===== config.mk =====
export PLATFORM = sky130hd
export DESIGN_NAME = session_table_with_aging_core
export DESIGN_NICKNAME = d
export VERILOG_FILES = /design/src/rtl/sta_pkg.sv /design/src/rtl/sta_ram.sv /design/src/rtl/sta_mod.sv /design/src/rtl/session_table_with_aging_core.sv
export SDC_FILE = /design/constraint.sdc
export NUM_CORES = 2
export LEC_CHECK = 0
export ABC_AREA = 1
export ABC_CLOCK_PERIOD_IN_PS = 11160
export BUFFER_PORTS_ARGS = -buffer_cell sky130_fd_sc_hd__buf_2
export CORE_UTILIZATION = 65
export CTS_CLUSTER_SIZE = 20
export DETAILED_ROUTE_END_ITERATION = 6
export PLACE_DENSITY = 0.85
export SYNTH_ARGS = -nofsm -noshare
export SYNTH_HDL_FRONTEND = slang
export SYNTH_SLANG_ARGS = --single-unit

===== constraint.sdc =====
create_clock -name clk -period 11.16 [get_ports clk]
set_input_delay 0 -clock clk [delete_from_list [all_inputs] [get_ports clk]]
set_output_delay 0 -clock clk [all_outputs]
set_load 0.02 [all_outputs]

===== src/rtl/sta_pkg.sv =====
package sta_pkg;

  localparam int TIME_W    = 31;
  localparam int STAMP_W   = 17;
  localparam int SLOT_IN_W = 3;
  localparam int COUNT_W   = 4;

  // Stamp is attach time modulo STAMP_MOD. STAMP_MOD is 3125 << MOD_SHIFT, so
  // the quotient is ((time >> MOD_SHIFT) * RECIP) >> RECIP_SHIFT, exact for
  // every 31-bit time; the remainder follows by multiplying back and subtracting.
  localparam int unsigned STAMP_MOD   = 100000;
  localparam int          MOD_SHIFT   = 5;
  localparam int          RED_W       = TIME_W - MOD_SHIFT;
  localparam int          RECIP_W     = 27;
  localparam int          RECIP_SHIFT = 38;
  localparam int          PROD_W      = RED_W + RECIP_W;
  localparam int          QUOT_W      = PROD_W - RECIP_SHIFT;
  localparam logic [RECIP_W-1:0] RECIP = RECIP_W'(87960931);

  localparam logic [TIME_W-1:0] TTL_RESET = TIME_W'(10000);

  typedef enum logic [1:0] {
    OP_ATTACH    = 2'd0,
    OP_HEARTBEAT = 2'd1,
    OP_DETACH    = 2'd2,
    OP_REAP      = 2'd3
  } op_t;

  typedef enum logic [6:0] {
    S_IDLE  = 7'b0000001,
    S_MOD   = 7'b0000010,
    S_FREE  = 7'b0000100,
    S_CHECK = 7'b0001000,
    S_REAP  = 7'b0010000,
    S_FIN   = 7'b0100000,
    S_SPARE = 7'b1000000
  } state_t;

endpackage


===== src/rtl/sta_ram.sv =====
module sta_ram #(
  parameter int WIDTH = 8,
  parameter int DEPTH = 8
) (
  input  logic                                  clk,
  input  logic                                  we,
  input  logic [((DEPTH > 1) ? $clog2(DEPTH) : 1)-1:0] waddr,
  input  logic [WIDTH-1:0]                      wdata,
  input  logic [((DEPTH > 1) ? $clog2(DEPTH) : 1)-1:0] raddr,
  output logic [WIDTH-1:0]                      rdata
);

  logic [WIDTH-1:0] mem [DEPTH];

  always_ff @(posedge clk) begin
    if (we) begin
      mem[waddr] <= wdata;
    end
    rdata <= mem[raddr];
  end

endmodule


===== src/rtl/sta_mod.sv =====
module sta_mod (
  input  logic                          clk,
  input  logic                          rst,
  input  logic                          start,
  input  logic [sta_pkg::TIME_W-1:0]    dividend,
  output logic                          done,
  output logic [sta_pkg::STAMP_W-1:0]   rem
);

  import sta_pkg::*;

  logic [TIME_W-1:0]  num;
  logic [PROD_W-1:0]  prod;
  logic [QUOT_W-1:0]  quot;
  logic [TIME_W-1:0]  back;
  logic [STAMP_W-1:0] rem_r;
  logic               num_vld;
  logic               quot_vld;

  // x / 100000 = (x >> 5) / 3125, taken as a reciprocal multiply
  assign prod = PROD_W'(num[TIME_W-1:MOD_SHIFT]) * PROD_W'(RECIP);
  assign back = TIME_W'(quot) * TIME_W'(STAMP_MOD);

  always_ff @(posedge clk) begin
    if (rst) begin
      num_vld  <= 1'b0;
      quot_vld <= 1'b0;
      done     <= 1'b0;
    end else begin
      num_vld  <= start;
      quot_vld <= num_vld;
      done     <= quot_vld;
    end
  end

  // hold the time, then the quotient, then the remainder
  always_ff @(posedge clk) begin
    if (start) begin
      num <= dividend;
    end
    if (num_vld) begin
      quot <= prod[PROD_W-1:RECIP_SHIFT];
    end
    if (quot_vld) begin
      rem_r <= STAMP_W'(num - back);
    end
  end

  assign rem = rem_r;

endmodule


===== src/rtl/session_table_with_aging_core.sv =====
// Session table with timeout aging. SLOTS session slots, each holding a used
// bit (flip-flops, cleared by reset) and a last-seen time and stamp kept in one
// synchronous RAM word per slot; the RAM needs no clearing pass, since an entry
// is only relied on once attach has written it. One item is worked at a time:
// heartbeat and detach do one RAM read of the named slot, then compare and
// (heartbeat only) write back; reap does one RAM read per slot to age it
// against ttl; attach waits on a three-stage reduction of the time modulo
// 100000 (reciprocal multiply, then multiply back and subtract) followed by
// a scan of the used bits for the lowest free slot. A finished result word
// sits in the output register, so the next item is taken while it waits. ttl
// is written over the cfg channel, which is always ready; write it only while
// the block is idle.
module session_table_with_aging_core #(
  parameter int SLOTS = 8
) (
  input  logic                           clk,
  input  logic                           rst,
  // configuration
  input  logic                           cfg_valid,
  output logic                           cfg_ready,
  input  logic [sta_pkg::TIME_W-1:0]     cfg_data,
  // request words
  input  logic                           in_valid,
  output logic                           in_ready,
  input  logic [1:0]                     op,
  input  logic [sta_pkg::TIME_W-1:0]     now_time,
  input  logic [sta_pkg::SLOT_IN_W-1:0]  session_slot,
  input  logic [sta_pkg::STAMP_W-1:0]    session_stamp,
  // result words
  output logic                           out_valid,
  input  logic                           out_ready,
  output logic                           status,
  output logic [sta_pkg::SLOT_IN_W-1:0]  slot_out,
  output logic [sta_pkg::STAMP_W-1:0]    stamp_out,
  output logic [sta_pkg::COUNT_W-1:0]    reaped,
  output logic [sta_pkg::COUNT_W-1:0]    active_sessions,
  output logic [sta_pkg::SLOT_IN_W-1:0]  recent_slot,
  output logic                           recent_valid
);

  import sta_pkg::*;

  localparam int SW     = (SLOTS > 1) ? $clog2(SLOTS) : 1;
  localparam int CW     = $clog2(SLOTS + 1);
  localparam int WORD_W = TIME_W + STAMP_W;

  state_t state;

  logic [TIME_W-1:0]    ttl;
  logic [SLOTS-1:0]     used;
  logic [CW-1:0]        active;
  logic [SW-1:0]        recent_idx;
  logic                 recent_flag;

  // held request word
  op_t                  op_q;
  logic [TIME_W-1:0]    now_q;
  logic [SLOT_IN_W-1:0] slot_q;
  logic [STAMP_W-1:0]   stamp_q;

  // scan state
  logic [CW-1:0]        cnt;
  logic [SW-1:0]        rd_idx;
  logic                 rd_vld;
  logic [CW-1:0]        reap_cnt;

  // staged result fields
  logic                 res_status;
  logic [SLOT_IN_W-1:0] res_slot;
  logic [STAMP_W-1:0]   res_stamp;

  logic                 ram_we;
  logic [SW-1:0]        ram_waddr;
  logic [WORD_W-1:0]    ram_wdata;
  logic [SW-1:0]        ram_raddr;
  logic [WORD_W-1:0]    ram_rdata;
  logic [TIME_W-1:0]    rd_time;
  logic [STAMP_W-1:0]   rd_stamp;

  logic                 mod_start;
  logic                 mod_done;
  logic [STAMP_W-1:0]   mod_rem;

  logic                 accept;
  logic                 slot_in_range;
  logic [SW-1:0]        slot_idx;
  logic                 scan_end;
  logic                 free_hit;
  logic                 match;
  logic                 hb_hit;
  logic                 dt_hit;
  logic signed [TIME_W:0] age;
  logic                 reap_hit;
  logic                 out_load;

  assign cfg_ready = 1'b1;
  assign in_ready  = (state == S_IDLE);
  assign accept    = in_valid && in_ready;

  assign slot_in_range = (int'(session_slot) < SLOTS);
  assign slot_idx      = SW'(slot_q);
  assign rd_time       = ram_rdata[WORD_W-1:STAMP_W];
  assign rd_stamp      = ram_rdata[STAMP_W-1:0];
  assign scan_end      = (cnt == CW'(SLOTS));

  // lowest free slot, one used bit a cycle
  assign free_hit = (state == S_FREE) && !scan_end && !used[cnt[SW-1:0]];

  assign match  = used[slot_idx] && (rd_stamp == stamp_q);
  assign hb_hit = (state == S_CHECK) && match && (op_q == OP_HEARTBEAT);
  assign dt_hit = (state == S_CHECK) && match && (op_q == OP_DETACH);

  // signed age: a time earlier than last-seen never expires
  assign age      = $signed({1'b0, now_q}) - $signed({1'b0, rd_time});
  assign reap_hit = (state == S_REAP) && rd_vld && used[rd_idx] &&
                    (age > $signed({1'b0, ttl}));

  assign out_load = (state == S_FIN) && (!out_valid || out_ready);

  // read the named slot while idle so its word is ready in CHECK
  assign ram_raddr = (state == S_REAP) ? cnt[SW-1:0] : SW'(session_slot);
  assign ram_we    = free_hit || hb_hit;
  assign ram_waddr = free_hit ? cnt[SW-1:0] : slot_idx;
  assign ram_wdata = free_hit ? {now_q, mod_rem} : {now_q, rd_stamp};

  assign mod_start = accept && (op_t'(op) == OP_ATTACH);

  sta_ram #(
    .WIDTH (WORD_W),
    .DEPTH (SLOTS)
  ) u_ram (
    .clk   (clk),
    .we    (ram_we),
    .waddr (ram_waddr),
    .wdata (ram_wdata),
    .raddr (ram_raddr),
    .rdata (ram_rdata)
  );

  sta_mod u_mod (
    .clk      (clk),
    .rst      (rst),
    .start    (mod_start),
    .dividend (now_time),
    .done     (mod_done),
    .rem      (mod_rem)
  );

  always_ff @(posedge clk) begin
    if (rst) begin
      state       <= S_IDLE;
      ttl         <= TTL_RESET;
      used        <= '0;
      active      <= '0;
      recent_idx  <= '0;
      recent_flag <= 1'b0;
      rd_vld      <= 1'b0;
      out_valid   <= 1'b0;
    end else begin
      if (cfg_valid && cfg_ready) begin
        ttl <= cfg_data;
      end

      // table updates; at most one of these fires in a cycle
      if (free_hit) begin
        used[cnt[SW-1:0]] <= 1'b1;
        active            <= active + 1'b1;
        recent_idx        <= cnt[SW-1:0];
        recent_flag       <= 1'b1;
      end
      if (hb_hit) begin
        recent_idx  <= slot_idx;
        recent_flag <= 1'b1;
      end
      if (dt_hit) begin
        used[slot_idx] <= 1'b0;
        active         <= active - 1'b1;
      end
      if (reap_hit) begin
        used[rd_idx] <= 1'b0;
        active       <= active - 1'b1;
      end

      if (out_load) begin
        out_valid <= 1'b1;
      end else if (out_ready) begin
        out_valid <= 1'b0;
      end

      unique case (state)
        S_IDLE: begin
          if (accept) begin
            op_q       <= op_t'(op);
            now_q      <= now_time;
            slot_q     <= session_slot;
            stamp_q    <= session_stamp;
            cnt        <= '0;
            reap_cnt   <= '0;
            rd_vld     <= 1'b0;
            // a slot beyond the table fails at once
            res_status <= ((op_t'(op) == OP_HEARTBEAT) || (op_t'(op) == OP_DETACH)) &&
                          !slot_in_range;
            res_slot   <= '0;
            res_stamp  <= '0;
            unique case (op_t'(op))
              OP_ATTACH: state <= S_MOD;
              OP_HEARTBEAT, OP_DETACH: begin
                if (slot_in_range) begin
                  state <= S_CHECK;
                end else begin
                  state <= S_FIN;
                end
              end
              OP_REAP: state <= S_REAP;
              default: state <= S_IDLE;
            endcase
          end
        end
        S_MOD: begin
          // wait for the stamp
          if (mod_done) begin
            state <= S_FREE;
          end
        end
        S_FREE: begin
          if (scan_end) begin
            res_status <= 1'b1;
            state      <= S_FIN;
          end else if (free_hit) begin
            res_slot  <= SLOT_IN_W'(cnt[SW-1:0]);
            res_stamp <= mod_rem;
            state     <= S_FIN;
          end else begin
            cnt <= cnt + 1'b1;
          end
        end
        S_CHECK: begin
          if (match) begin
            res_slot <= slot_q;
          end else begin
            res_status <= 1'b1;
          end
          state <= S_FIN;
        end
        S_REAP: begin
          // issue one read a cycle, age the slot read last cycle
          if (!scan_end) begin
            rd_idx <= cnt[SW-1:0];
            rd_vld <= 1'b1;
            cnt    <= cnt + 1'b1;
          end else begin
            rd_vld <= 1'b0;
          end
          if (reap_hit) begin
            reap_cnt <= reap_cnt + 1'b1;
          end
          if (scan_end && !rd_vld) begin
            state <= S_FIN;
          end
        end
        S_FIN: begin
          // hold until the output register is free
          if (out_load) begin
            state <= S_IDLE;
          end
        end
        default: state <= S_IDLE;
      endcase
    end
  end

  // result word payload; takes counters as they stand after the step
  always_ff @(posedge clk) begin
    if (out_load) begin
      status          <= res_status;
      slot_out        <= res_slot;
      stamp_out       <= res_stamp;
      reaped          <= COUNT_W'(reap_cnt);
      active_sessions <= COUNT_W'(active);
      recent_slot     <= SLOT_IN_W'(recent_idx);
      recent_valid    <= recent_flag;
    end
  end

`ifndef NO_ASSERTIONS
  a_active_count: assert property (@(posedge clk) disable iff (rst)
    int'(active) == $countones(used))
    else $error("active count out of step with used bits");

  a_fail_fields: assert property (@(posedge clk) disable iff (rst)
    out_valid && status |-> (slot_out == '0) && (stamp_out == '0) && (reaped == '0))
    else $error("failed result carries non-zero fields");

  a_accept_leaves_idle: assert property (@(posedge clk) disable iff (rst)
    accept |=> (state != S_IDLE))
    else $error("accepted word left the block idle");

  a_recent_sticky: assert property (@(posedge clk) disable iff (rst)
    !$fell(recent_flag))
    else $error("recent flag cleared outside reset");

  a_single_update: assert property (@(posedge clk) disable iff (rst)
    $onehot0({free_hit, hb_hit, dt_hit, reap_hit}))
    else $error("two table updates in one cycle");
`endif

endmodule

==> flow_summary_export.csv <==
group,metric,value,unit
cts,cts-buffers-inserted,68,
timing,finalSetupTns,0,ns
layout,drive_above_1_share,7.71,%
route,wl_met3,10.4,mm
cts,clkTransAtPathRegs,0.07,ns
place,hpwl,69.2,mm
die,die_w,252,um
die,dieArea,63500,um^2
route,drtIter0Drc,3105,
route,highest_layer,"met4",
route,wl,106,mm
logic_synthesis,netlist_area,40600,um^2
worst_setup_path,cp_slowest_stage_delay,0.83,ns
layout,area_delta_synth_final,11.7,%
worst_setup_path,cp_slowest_cell,"edfxtp_1",
logic_synthesis,synth_edf_count,562,
worst_setup_path,required,11.50,ns
global_route,antenna_found_initial,1,
cts,cts_tree,"done",
place,placed_cells,4571,
worst_setup_path,start_kind,"flip-flop",
timing,finClkSkew,0.0462,ns
route,drc,4,
die,io_pins,125,
layout,design_area,45400,um^2
place,routabilityCongestion,1.01,
die,coreArea,61700,um^2
logic_synthesis,synth.top_cell.area_share,41.6,%
logic_synthesis,synth_top_cell_by_area,"edfxtp_1",
logic_synthesis,synth_nets,4434,
timing,slew_violations,0,
logic_synthesis,synth.distinct_cells,58,
logic_synthesis,synth-simple-area-share,7.53,%
status,violations,"DRC",
run,cap_violations,0,
hold_path,hold_class,"input pin to flip-flop",
worst_setup_path,crit_fanout,8,
global_route,grt_first_pass_wirelength,163,mm
route,m1WireLength,39.3,mm
worst_setup_path,cp_common_cell,"fa_1",
worst_setup_path,worstPathArrival,6.87,ns
layout,final_common_cell,"inv_1",
timing,hold_violations,0,
logic_synthesis,synthCells,3688,
global_route,grt_max_degree,104,
status,status,"complete, but fails checks",
logic_synthesis,synth_mux_area_share,0,%
cts,post_cts_buffers,0,
route,wl_per_cell,22.0,um
logic_synthesis,synthAdderAreaFrac,25.3,%
logic_synthesis,yosysWarnings,0,
cts,clockRootBuffer,"clkbuf_16",
layout,seqCellArea,19000,um^2
timing,relSlewSlack,16.4,%
logic_synthesis,ys_ff_latch,668,
layout,final_net_count,4649,
layout,multi_input_area,18600,um^2
route,vias,28900,
timing,min_period,6.53,ns
die,num_rows,91,
route,viasPerCell,6.02,
timing,hold_slack,0.103,ns
place,port_buffers,123,
place,dpl_cell_area,42000,um^2
timing,fin_crit_sh,58.6,%
layout,final_cell_mix,"inv_1, edfxtp_1, ha_1",
logic_synthesis,syn_area_per_cell,11.0,um^2
layout,fin_cells,4797,
worst_setup_path,path_class,"flip-flop to flip-flop",
logic_synthesis,synth-xor-area-share,1.98,%
logic_synthesis,ys_top_cells_by_area,"edfxtp_1, fa_1, ha_1",
global_route,grt.total_usage,33.9,%
timing,tightest_slew,1.25,ns
worst_setup_path,crit_path_end_kind,"flip-flop",
global_route,grt.overflow.total,0,
logic_synthesis,synthFlopType,"edfxtp_1",
worst_setup_path,crit_chain,"ha_1 -> fa_1 -> inv_1 -> fa_1 -> fa_1 -> inv_1 -> fa_1 -> fa_1 -> inv_1 -> fa_1 -> inv_1 -> ha_1 -> a21oi_1 -> nor2_1 -> nor2_1 -> o21ai_0 -> a21oi_1 -> nand3_1 -> a31oi_1 -> xor2_1",
cts,clock_path_buffers,3,
global_route,grt_pass1_vias,29700,
die,initial_core_util,65.8,%
logic_synthesis,ys_async_sr_fraction,0,%
logic_synthesis,synth-compound-area-share,10.8,%
timing,max_clock_freq,153,MHz
timing,finalSetupViolations,0,
timing,rsz0062_at_grt,"no",
route,wl_met2,50.7,mm
route,dr.pass1.iters,7,
cts,clock_sinks,668,
die,die_height,252,um
logic_synthesis,synth_top_family_by_area,"adder cells",
layout,num-fill-cells,3889,
logic_synthesis,ys_seq_area_share,46.8,%
route,ant_nets,0,
cts,cts.repair.resized,0,
cts,clk_latency,0.64,ns
cts,cts_htree_levels,3,
==> cell type report <==
class	instances	share of cell area, %
antenna	2	0.0110
inverter	694	5.75
sequential	668	41.9
clock inverter	42	1.18
clock buffer	83	4.01
multi-input combinational	2231	41.0
tap	837	2.31
timing repair buffer	240	3.84
==> per-stage QoR <==
step | utilization, % | setup slack, ns
floorplan | - | 5.23
detailed placement | 68.1 | 4.83
global placement | 68.1 | 4.88
global route | 73.5 | 4.46
CTS | 73.5 | 4.76
finish | 73.5 | 4.63
==> critical path, delay by kind of cell, from the launching register on <==
family                   cells  cell delay (ns)
adder cells (fa/ha/maj)      8             3.86
flip-flops                   1             0.83
AO/OA/AOI/OAI                4             0.78
AND/OR/NAND/NOR              3             0.41
buffers and inverters        4             0.27
XOR/XNOR                     1             0.11
==> worst paths after layout <==
path | start | end | slack, ns | cells past startpoint
setup / recovery | u_mod.num[16] | u_mod.quot[8] | 4.63 | 20
hold / removal | now_time[21] | u_mod.num[21] | 0.10 | 2
setup reg to reg | u_mod.num[16] | u_mod.quot[8] | 4.63 | 20
hold reg to reg | res_stamp[1] | stamp_out[1] | 0.40 | 0
==> cells by family after synthesis <==
kind of cell	Yosys count
simple gates	725
buf+inv	789
other cells	1
fa+ha+maj	657
flops	668
xor+xnor	92
compound gates	756
==> routing by layer <==
layer	vias to the layer above	track usage [%]
met4	0	16.2
met2	1757	56.5
met5	-	0
met1	13900	43.0
met3	388	6.20
li1	12800	-
==> what timing repair did <==
item,4_1_cts,5_1_grt
hold endpoints to repair,131,0
endpoints found under the setup margin,0,0
hold buffers,99,0
==> flip-flops by register name (all words and copies together), names as in the netlist, 4 cells and up <==
name	flops
stamp_out	17
reaped	4
u_mod.rem	17
used	8
u_mod.quot	12
u_ram.mem	384
u_ram.rdata	48
reap_cnt	4
stamp_q	17
active	4
state	6
ttl	31
cnt	4
res_stamp	17
now_q	31
active_sessions	4
u_mod.num	31
==> synthesized netlist by cell type, types with 16 or more instances <==
library cell  instances
o22ai_1              55
clkbuf_1             33
buf_2                41
fa_1                273
inv_1               684
ha_1                384
nand4_1              22
xnor2_1              36
xor2_1               56
dfxtp_1             106
nand2_1             250
o21ai_1              67
o21ai_0             246
a31oi_1              55
a21oi_1             169
o21bai_1            106
nor2_1              327
nand3_1              56
nor3_1               27
edfxtp_1            562
buf_4                16
o21a_1               16
Power is not shown: default switching activity piles up to over one toggle a cycle in this logic, so the estimate is an artifact.
